--- src/sv/ccts_pkg.sv ---
// shared constants, types and helpers for the chroma colour temperature shift
`timescale 1ns / 1ps
`default_nettype none

package ccts_pkg;

   // field widths
   localparam int LumaWidth   = 8;
   localparam int ChromaWidth = 8;
   localparam int GainWidth   = 16;
   localparam int CsrIdxWidth = 2;

   // scaled luma: 7 * (m - 16) in reduced range needs 11 bits
   localparam int MultWidth   = 11;
   localparam int ProdWidth   = GainWidth + MultWidth;
   localparam int QuotWidth   = 8;
   localparam int SumWidth    = 10;

   // register indexes of the configuration port
   typedef enum logic [CsrIdxWidth-1:0] {
      CSR_U_GAIN        = 2'd0,
      CSR_V_GAIN        = 2'd1,
      CSR_REDUCED_RANGE = 2'd2,
      CSR_UNUSED        = 2'd3
   } csr_index_type;

   // reduced range offset and chroma limits
   localparam logic [LumaWidth-1:0]   LumaOffset    = 8'd16;
   localparam logic [ChromaWidth-1:0] ChromaRedLo   = 8'd16;
   localparam logic [ChromaWidth-1:0] ChromaRedHi   = 8'd239;
   localparam logic [ChromaWidth-1:0] ChromaFullLo  = 8'd0;
   localparam logic [ChromaWidth-1:0] ChromaFullHi  = 8'd255;

   // ceil(2^23 / 219), exact floor(y / 219) for y below 2^15
   localparam logic [15:0] Recip219      = 16'd38305;
   localparam int          Recip219Shift = 23;

   // clamp a signed sum into the legal chroma range
   function automatic logic [ChromaWidth-1:0] clamp_chroma(
      input logic signed [SumWidth-1:0] sum,
      input logic                       reduced
   );
      logic signed [SumWidth-1:0] lo;
      logic signed [SumWidth-1:0] hi;
      logic [ChromaWidth-1:0]     res;
      lo = reduced ? $signed({2'b00, ChromaRedLo}) : $signed({2'b00, ChromaFullLo});
      hi = reduced ? $signed({2'b00, ChromaRedHi}) : $signed({2'b00, ChromaFullHi});
      if (sum < lo) begin
         res = lo[ChromaWidth-1:0];
      end else if (sum > hi) begin
         res = hi[ChromaWidth-1:0];
      end else begin
         res = sum[ChromaWidth-1:0];
      end
      return res;
   endfunction

endpackage

`default_nettype wire

--- src/sv/chroma_color_temperature_shift.sv ---
// top level of the chroma colour temperature shift pipeline
`timescale 1ns / 1ps
`default_nettype none

// Chroma colour temperature shift for 4:2:0 chroma sites. One word is taken
// on every clock (busy never rises) and its result appears on the rsp_ ports
// for one cycle, marked by rsp_valid, after the stage 0, 1 and 2 registers.
// The pipeline has three registered stages: input capture, luma maximum and
// gain multiply, then constant division, chroma add and clamp. The receiver
// cannot stall, so results must be taken as they come. Gains and range are
// written through the csr_ port, which is always ready; write it only while
// no word is in flight.
module chroma_color_temperature_shift (
   input  wire logic                              clock,
   input  wire logic                              reset,
   // input words
   input  wire logic                              start,
   output logic                                   busy,
   input  wire logic [ccts_pkg::LumaWidth-1:0]    req_luma_top_left,
   input  wire logic [ccts_pkg::LumaWidth-1:0]    req_luma_top_right,
   input  wire logic [ccts_pkg::LumaWidth-1:0]    req_luma_bottom_left,
   input  wire logic [ccts_pkg::LumaWidth-1:0]    req_luma_bottom_right,
   input  wire logic [ccts_pkg::ChromaWidth-1:0]  req_chroma_u_in,
   input  wire logic [ccts_pkg::ChromaWidth-1:0]  req_chroma_v_in,
   // result words
   output logic                                   rsp_valid,
   output logic [ccts_pkg::ChromaWidth-1:0]       rsp_chroma_u_out,
   output logic [ccts_pkg::ChromaWidth-1:0]       rsp_chroma_v_out,
   // configuration writes
   input  wire logic                              csr_valid,
   output logic                                   csr_ready,
   input  wire logic [ccts_pkg::CsrIdxWidth-1:0]  csr_index,
   input  wire logic [ccts_pkg::GainWidth-1:0]    csr_data
);
   import ccts_pkg::*;

   // configuration registers
   logic signed [GainWidth-1:0] u_gain_ff;
   logic signed [GainWidth-1:0] v_gain_ff;
   logic                        reduced_ff;

   // stage 0: captured input word
   logic                   v0_ff;
   logic [LumaWidth-1:0]   tl0_ff, tr0_ff, bl0_ff, br0_ff;
   logic [ChromaWidth-1:0] cu0_ff, cv0_ff;

   // stage 1: gain magnitude times scaled luma
   logic                   v1_ff;
   logic                   red1_ff;
   logic [ProdWidth-1:0]   prod_u1_ff, prod_v1_ff;
   logic [ProdWidth-1:0]   prod_u1_in, prod_v1_in;
   logic                   neg_u1_ff, neg_v1_ff;
   logic [ChromaWidth-1:0] cu1_ff, cv1_ff;

   // stage 2: result register
   logic                   v2_ff;
   logic                   red2_ff;
   logic [ChromaWidth-1:0] cu2_ff, cv2_ff;
   logic [ChromaWidth-1:0] cu2_in, cv2_in;

   // stage 1 logic
   logic [LumaWidth-1:0]  max_top, max_bot, max_all, m_adj;
   logic [MultWidth-1:0]  mult;
   logic [GainWidth-1:0]  mag_u, mag_v;

   // stage 2 logic
   logic [14:0]               xu, xv, yu, yv;
   logic [15:0]               sum_fu, sum_fv;
   logic [30:0]               rec_u, rec_v;
   logic [QuotWidth-1:0]      qu, qv;
   logic signed [SumWidth-1:0] sh_u, sh_v, sum_u, sum_v;

   assign busy      = 1'b0;
   assign csr_ready = 1'b1;

   // configuration writes, unknown indexes ignored
   always_ff @(posedge clock) begin
      if (reset) begin
         u_gain_ff  <= '0;
         v_gain_ff  <= '0;
         reduced_ff <= 1'b0;
      end else if (csr_valid && csr_ready) begin
         unique case (csr_index_type'(csr_index))
            CSR_U_GAIN:        u_gain_ff  <= csr_data;
            CSR_V_GAIN:        v_gain_ff  <= csr_data;
            CSR_REDUCED_RANGE: reduced_ff <= csr_data[0];
            default: ;
         endcase
      end
   end

   // input capture
   always_ff @(posedge clock) begin
      if (reset) begin
         v0_ff <= 1'b0;
      end else begin
         v0_ff <= start && !busy;
      end
      tl0_ff <= req_luma_top_left;
      tr0_ff <= req_luma_top_right;
      bl0_ff <= req_luma_bottom_left;
      br0_ff <= req_luma_bottom_right;
      cu0_ff <= req_chroma_u_in;
      cv0_ff <= req_chroma_v_in;
   end

   // largest luma, range offset, scaling and gain multiply
   always_comb begin
      max_top = (tr0_ff > tl0_ff) ? tr0_ff : tl0_ff;
      max_bot = (br0_ff > bl0_ff) ? br0_ff : bl0_ff;
      max_all = (max_bot > max_top) ? max_bot : max_top;
      if (reduced_ff) begin
         m_adj = (max_all >= LumaOffset) ? max_all - LumaOffset : '0;
         // 224 / (256 * 256 * 219) reduces to 7 / (2048 * 219)
         mult  = {m_adj, 3'b000} - {3'b000, m_adj};
      end else begin
         m_adj = max_all;
         mult  = {3'b000, m_adj};
      end
      mag_u      = u_gain_ff[GainWidth-1] ? (~u_gain_ff + 1'b1) : u_gain_ff;
      mag_v      = v_gain_ff[GainWidth-1] ? (~v_gain_ff + 1'b1) : v_gain_ff;
      prod_u1_in = mag_u * mult;
      prod_v1_in = mag_v * mult;
   end

   always_ff @(posedge clock) begin
      if (reset) begin
         v1_ff <= 1'b0;
      end else begin
         v1_ff <= v0_ff;
      end
      red1_ff    <= reduced_ff;
      prod_u1_ff <= prod_u1_in;
      prod_v1_ff <= prod_v1_in;
      neg_u1_ff  <= u_gain_ff[GainWidth-1];
      neg_v1_ff  <= v_gain_ff[GainWidth-1];
      cu1_ff     <= cu0_ff;
      cv1_ff     <= cv0_ff;
   end

   // constant division, sign, chroma add and clamp
   always_comb begin
      // full range: floor(p / 256 / 255)
      xu     = prod_u1_ff[22:8];
      xv     = prod_v1_ff[22:8];
      sum_fu = {1'b0, xu} + {9'd0, xu[14:8]} + 16'd1;
      sum_fv = {1'b0, xv} + {9'd0, xv[14:8]} + 16'd1;
      // reduced range: floor(p / 2048 / 219)
      yu     = prod_u1_ff[25:11];
      yv     = prod_v1_ff[25:11];
      rec_u  = yu * Recip219;
      rec_v  = yv * Recip219;
      if (red1_ff) begin
         qu = rec_u[Recip219Shift +: QuotWidth];
         qv = rec_v[Recip219Shift +: QuotWidth];
      end else begin
         qu = sum_fu[15:8];
         qv = sum_fv[15:8];
      end
      // truncation toward zero: negate the magnitude quotient
      sh_u   = neg_u1_ff ? -$signed({2'b00, qu}) : $signed({2'b00, qu});
      sh_v   = neg_v1_ff ? -$signed({2'b00, qv}) : $signed({2'b00, qv});
      sum_u  = $signed({2'b00, cu1_ff}) + sh_u;
      sum_v  = $signed({2'b00, cv1_ff}) + sh_v;
      cu2_in = clamp_chroma(sum_u, red1_ff);
      cv2_in = clamp_chroma(sum_v, red1_ff);
   end

   always_ff @(posedge clock) begin
      if (reset) begin
         v2_ff <= 1'b0;
      end else begin
         v2_ff <= v1_ff;
      end
      red2_ff <= red1_ff;
      cu2_ff  <= cu2_in;
      cv2_ff  <= cv2_in;
   end

   assign rsp_valid        = v2_ff;
   assign rsp_chroma_u_out = cu2_ff;
   assign rsp_chroma_v_out = cv2_ff;

   // every accepted word reaches the result port through the stage 1 and 2 registers
   a_latency: assert property (@(posedge clock) disable iff (reset)
      v0_ff |=> ##1 rsp_valid)
      else $error("accepted word did not reach the result port");

   a_no_spurious: assert property (@(posedge clock) disable iff (reset)
      rsp_valid |-> $past(v1_ff))
      else $error("result strobe without a word in the pipeline");

   a_reduced_clamp: assert property (@(posedge clock) disable iff (reset)
      (rsp_valid && red2_ff) |->
         (rsp_chroma_u_out >= ChromaRedLo && rsp_chroma_u_out <= ChromaRedHi &&
          rsp_chroma_v_out >= ChromaRedLo && rsp_chroma_v_out <= ChromaRedHi))
      else $error("reduced range chroma outside 16..239");

endmodule

`default_nettype wire

--- config.mk ---
export PLATFORM = sky130hd
export DESIGN_NAME = chroma_color_temperature_shift
export DESIGN_NICKNAME = d
export VERILOG_FILES = /design/src/sv/ccts_pkg.sv /design/src/sv/chroma_color_temperature_shift.sv
export SDC_FILE = /design/constraint.sdc
export NUM_CORES = 2
export LEC_CHECK = 0
export BUFFER_PORTS_ARGS = -buffer_cell sky130_fd_sc_hd__buf_2
export CAP_MARGIN = 20
export CORE_AREA = 4 4 253 255
export DETAILED_ROUTE_END_ITERATION = 10
export DIE_AREA = 0 0 257 259
export GPL_ROUTABILITY_DRIVEN = 1
export PLACE_DENSITY = 0.64
export SETUP_SLACK_MARGIN = 0.15
export SLEW_MARGIN = 20
export SYNTH_ARGS = -nofsm -noshare
export SYNTH_HDL_FRONTEND = slang
export SYNTH_SLANG_ARGS = --single-unit
--- constraint.sdc ---
create_clock -name clock -period 28.1 [get_ports clock]
set_input_delay 4.215 -clock clock [delete_from_list [all_inputs] [get_ports clock]]
set_output_delay 4.215 -clock clock [all_outputs]
set_load 0.01 [all_outputs]
# Word-level counts from Yosys, hierarchy flattened
# Cells that the tools add are included.
# classes
addsub	12
n_mul	4
n_lt_le_gt_ge	8
n_eq_ne	2
n_mux	17
bitwise_logic	2
reduce_logical	4
# ops
op	n
8-bit two-way mux	10
16-bit by 1-bit adder with 16-bit output, second input constant	4
15-bit by 16-bit multiplier with 31-bit output, second input constant	2
16-bit by 11-bit multiplier with 26-bit output	2
15-bit by 7-bit adder with 16-bit output	2
16-bit two-way mux	2
16-bit inverter	2
8-bit greater-than comparator	3
9-bit by 10-bit adder with 10-bit output	2
10-bit two-way mux	2
8-bit negator with 10-bit output	2
11-bit two-way mux	1
11-bit by 8-bit subtractor with 11-bit output	1
10-bit greater-than comparator	1
10-bit by 9-bit greater-than comparator with 1-bit output	1
10-bit less-than comparator	1
10-bit by 6-bit less-than comparator with 1-bit output	1
5-bit two-way mux	2
8-bit by 5-bit greater-or-equal comparator with 1-bit output, second input constant	1
8-bit by 5-bit subtractor with 8-bit output, second input constant	1
2-bit AND reduction	3
2-bit by 1-bit == test with 1-bit output, second input constant	1
2-bit == test, second input constant	1
2-bit zero test	1
# word_totals
register_bits	171
in_bits	70
out_inout_bits	19
wordCells	70

# Depth between registers and ports, before layout
# depth
ltp_word	9
depth_mapped	55
depth_no_buf	51

# Worst setup path before layout
# No wires, ideal clock.
# synth_path
kind	register -> register
start	register bl0_ff[1]
end	register prod_v1_ff[24]
setup_time_ns	0.123
arrival_ns	10.739
required_time_ns	27.977
path_slack_ns	17.238
stages_incl_launch_ff	51
path_buffers	3
period_less_slack_ns	10.862
cell_sequence	dfxtp_1 -> inv_1 -> ha_1 -> nor2b_1 -> o211ai_1 -> a21oi_1 -> o21ai_1 -> mux2_2 -> ha_1 -> and3_1 -> a221oi_1 -> nor2_1 -> a21oi_1 -> buf_2 -> mux2_2 -> inv_1 -> ha_1 -> inv_1 -> [... 15 more ...] -> fa_1 -> inv_1 -> fa_1 -> fa_1 -> inv_1 -> fa_1 -> inv_1 -> ha_1 -> a21oi_1 -> nor2b_1 -> o21ai_0 -> o21ai_0 -> o21ai_0 -> a21bo_1 -> o41a_1 -> a21oi_2 -> o21bai_1 -> xor2_1
# synth_between
elab_chain_cells	9
elab_cells_between_ends	10
classes_between	add/sub: 2; mul: 1; order compare: 3; mux: 4
# synth_rtl
element	line_no	text
start: declaration	chroma_color_temperature_shift.sv:44	logic [LumaWidth-1:0] tl0_ff, tr0_ff, bl0_ff, br0_ff;
start signal: assignment	chroma_color_temperature_shift.sv:101	bl0_ff <= req_luma_bottom_left;
8-bit greater-than comparator	chroma_color_temperature_shift.sv:110	max_bot = (br0_ff > bl0_ff) ? br0_ff : bl0_ff;
8-bit two-way mux *	chroma_color_temperature_shift.sv:110	
8-bit greater-than comparator	chroma_color_temperature_shift.sv:111	max_all = (max_bot > max_top) ? max_bot : max_top;
8-bit two-way mux *	chroma_color_temperature_shift.sv:111	
8-bit by 5-bit subtractor with 8-bit output or 8-bit by 5-bit greater-or-equal comparator with 1-bit output (tied branches)	chroma_color_temperature_shift.sv:113	m_adj = (max_all >= LumaOffset) ? max_all - LumaOffset : '0;
8-bit two-way mux	chroma_color_temperature_shift.sv:113	
11-bit by 8-bit subtractor with 11-bit output	chroma_color_temperature_shift.sv:115	mult = {m_adj, 3'b000} - {3'b000, m_adj};
11-bit two-way mux *	chroma_color_temperature_shift.sv:112	if (reduced_ff) begin
16-bit by 11-bit multiplier with 26-bit output *	chroma_color_temperature_shift.sv:123	prod_v1_in = mag_v * mult;
via prod_v1_in[24]	chroma_color_temperature_shift.sv:51	logic [ProdWidth-1:0] prod_u1_in, prod_v1_in;
end signal: assignment	chroma_color_temperature_shift.sv:134	prod_v1_ff <= prod_v1_in;
end: declaration	chroma_color_temperature_shift.sv:50	logic [ProdWidth-1:0] prod_u1_ff, prod_v1_ff;
# Mark *: on every way through the listed nets, which the timed path passes. The rest lies on a longest branch.
# A chain may end at the register's enable or synchronous reset.

# Worst setup path in the final report
# Ends and elaborated chain as after synthesis.

==> run summary <==
Avg Cell Area, Syn -> 8.99 µm²
Die area -> 66,600 µm²
Post-Syn Area -> 24,600 µm²
CTS resizes -> 0
First-iteration detailed-routing DRC count -> 974
Post-synth net total -> 3,559
Post-Route Hold Slack -> 0.326 ns
CTS Buf Count -> 17
Final wirelength -> 55,600 µm
Site Rows -> 91
GR Overflow Total -> 0
Clock latency on the worst-skew pair -> 0.48 ns
Cts hold-fix bufs -> 0
Buffers inserted by post-CTS timing repair -> 0
Count of pins over their slew limit -> 0
Area growth syn-to-layout -> 7.98%
Fill count -> 6,115
Status -> finished clean
Clock tree from TritonCTS -> built
Ant diodes -> 0
Crit-path max FO -> 19
Power per cell area -> 66.2 nW/µm²
Gp weighted congestion -> 0.857
Period Utilization, post-route -> 42.6%
Post-synth EDFFs -> 0
Ports -> 89
Crit start category -> flip-flop
Unrepaired setup endpoints after global routing -> no
Post-synthesis cell type count -> 98
Slowest stage delay, CP -> 0.51 ns
Post-synth ARST share -> 0%
Initial Util -> 39.9%
Synth warnings -> 0
GRT Total Usage -> 17.4%
First-pass GRT wire length -> 95,000 µm
Most used DFF post-synth -> dfxtp_1
Seq/Total Area, Yosys -> 12.6%
Drc violations -> 0
Max Root-Sink Buffers -> 2
CP endpoint kind -> flip-flop
Total Power -> 1.76 mW
Die width -> 257 µm
Post-DP HPWL -> 45,400 µm
Min-Delay Path Class -> flip-flop to flip-flop
Num Clock Sinks -> 155
Endpoints failing hold -> 0
Vias in the first global route -> 19.0k
Post-synthesis xor/xnor area fraction -> 4.66%
Fraction of layout cells with a size suffix above 1 -> 6.95%
Wire length per cell -> 15.3 µm
Synth Area in Adders -> 49.0%
Core area -> 61,600 µm²
Die Ht -> 259 µm
CP max-delay cell -> fa_1
Final Setup Violations -> 0
First-pass iteration count of the detailed router -> 6
Net count, final -> 3,614
Setup Skew -> 0.0184 ns
Via count -> 18.3k
Final ANT Viol Nets -> 0
Register bit count reported by yosys -> 155
Hold depth -> 0
Relative slew slack -> 24.2%
Via density -> 5.03
Port Buf Inserts -> 86
Leak -> 13.9 nW
Min Tclk post-route -> 11.98 ns
Root Buffer -> clkbuf_16
Max Freq -> 83.5 MHz
Crit path DAT -> 12.33 ns
Measured slew at the worst slew-check pin -> 1.13 ns
Largest net degree at the start of global routing -> 37
Clk slew on worst S/H paths -> 0.08 ns
Post-synthesis simple-gate area fraction -> 13.5%
Setup_tns -> 0 ns
Max Cap Viol -> 0
Post-synthesis mux area share -> 0.682%
Worst Path Required -> 28.45 ns
Main combinational cell family by area after synthesis -> adder cells
Antenna violations before repair -> 0
Mapped Cells -> 2,736
Complex-gate fraction of the synthesized area -> 10.6%
Max IR drop VDD -> 0.0421 mV
Worst Reg-to-Reg Cells -> 46
H-tree Lvls -> 4
Critical path class -> flip-flop to flip-flop
==> metrics by stage <==
step	util (%)	cell area (µm²)	setup slack, ns	instances
2_1_floorplan	-	24600	17.24	2736
3_3_place_gp	42.2	26000	16.57	3609
3_5_place_dp	42.2	26000	16.24	3609
4_1_cts	43.1	26500	16.18	3641
5_1_grt	43.1	26600	15.33	3641
6_report	43.1	26600	16.12	3641
==> synth_stat cells, types with 46 or more instances <==
library cell / number / share of area [%]
ha_1: 403 / 21
dfxtp_1: 155 / 13
and2_1: 68 / 1.7
nand2_1: 361 / 5.5
fa_1: 350 / 28
inv_1: 499 / 7.6
xnor2_1: 81 / 2.9
o21ai_0: 47 / 0.96
a21oi_1: 116 / 2.4
xor2_1: 46 / 1.6
nor2_1: 143 / 2.2
clkbuf_1: 60 / 0.92
==> state kept, by name, summed over array words and instances, names as in the netlist <==
register / flops
rsp_chroma_u_out: 8
cv1_ff: 8
neg_u1_ff: 1
rsp_valid: 1
prod_v1_ff: 18
neg_v1_ff: 1
prod_u1_ff: 18
cu1_ff: 8
cv0_ff: 8
reduced_ff: 1
tl0_ff: 8
bl0_ff: 8
tr0_ff: 8
rsp_chroma_v_out: 8
v1_ff: 1
cu0_ff: 8
u_gain_ff: 16
br0_ff: 8
v0_ff: 1
red1_ff: 1
v_gain_ff: 16
==> cell type report <==
class                           instances  area (µm²)  share of cell area, %
Inverter                              500        1880                   7.07
Clock buffer                           19         443                   1.67
Tap cell                              837        1050                   3.94
Clock inverter                         13         131                  0.495
Sequential cell                       155        3100                   11.7
Multi-Input combinational cell       2008       19300                   72.9
Timing Repair Buffer                  109         603                   2.27
==> critical path: cells and delay by family (launching register included) <==
family | cells | cell delay (ns)
compound gates | 18 | 4.30
xor+xnor | 2 | 0.32
fa+ha+maj | 10 | 3.57
buf+inv | 5 | 0.53
flops | 1 | 0.38
mux | 2 | 0.81
simple gates | 9 | 1.91
==> where the power goes <==
group | switching, mW | internal (mW)
clock | 0.102 | 0.126
combinational | 0.712 | 0.517
sequential | 0.0456 | 0.255
==> logic make-up after synthesis <==
family                     after synthesis
other                                    2
adders and majority gates              753
xor gates and xnor gates               129
DFF                                    155
muxes                                   16
buffers and inverters                  573
AOI/OAI and AO/OA                      377
and+or+nand+nor                        731
==> placed cells by master, fill, tap and decap left out, drive strengths merged, types with 11 or more instances in the layout <==
cell,count
ha,403
nor3,17
nor2b,16
a21o,32
nor2,143
nand2b,17
xor2,46
clkbuf,19
nand3,25
o211ai,16
xnor2,83
nand2,363
nor4,11
buf,109
o21a,20
o21bai,16
and2,70
nand4,16
fa,350
a21oi,120
or3,12
inv,506
o21ai,60
o31ai,16
a31oi,12
dfxtp,155
==> final timing paths <==
kind	endpoint	startpoint	slack, ns
max reg2reg	prod_v1_ff[24]	bl0_ff[1]	16.12
max	prod_v1_ff[24]	bl0_ff[1]	16.12
min	cu1_ff[4]	cu0_ff[4]	0.33
min reg2reg	cu1_ff[4]	cu0_ff[4]	0.33
==> routing by layer <==
layer / global-route usage, % / vias up / part of all wire (%)
li1: - / 8920 / -
met1: 24.1 / 8885 / 48
met2: 28.1 / 450 / 44
met3: 3.40 / 56 / 5.8
met4: 4.41 / 0 / 1.8
met5: 0 / - / 0
(Power assumes the default switching activity.)
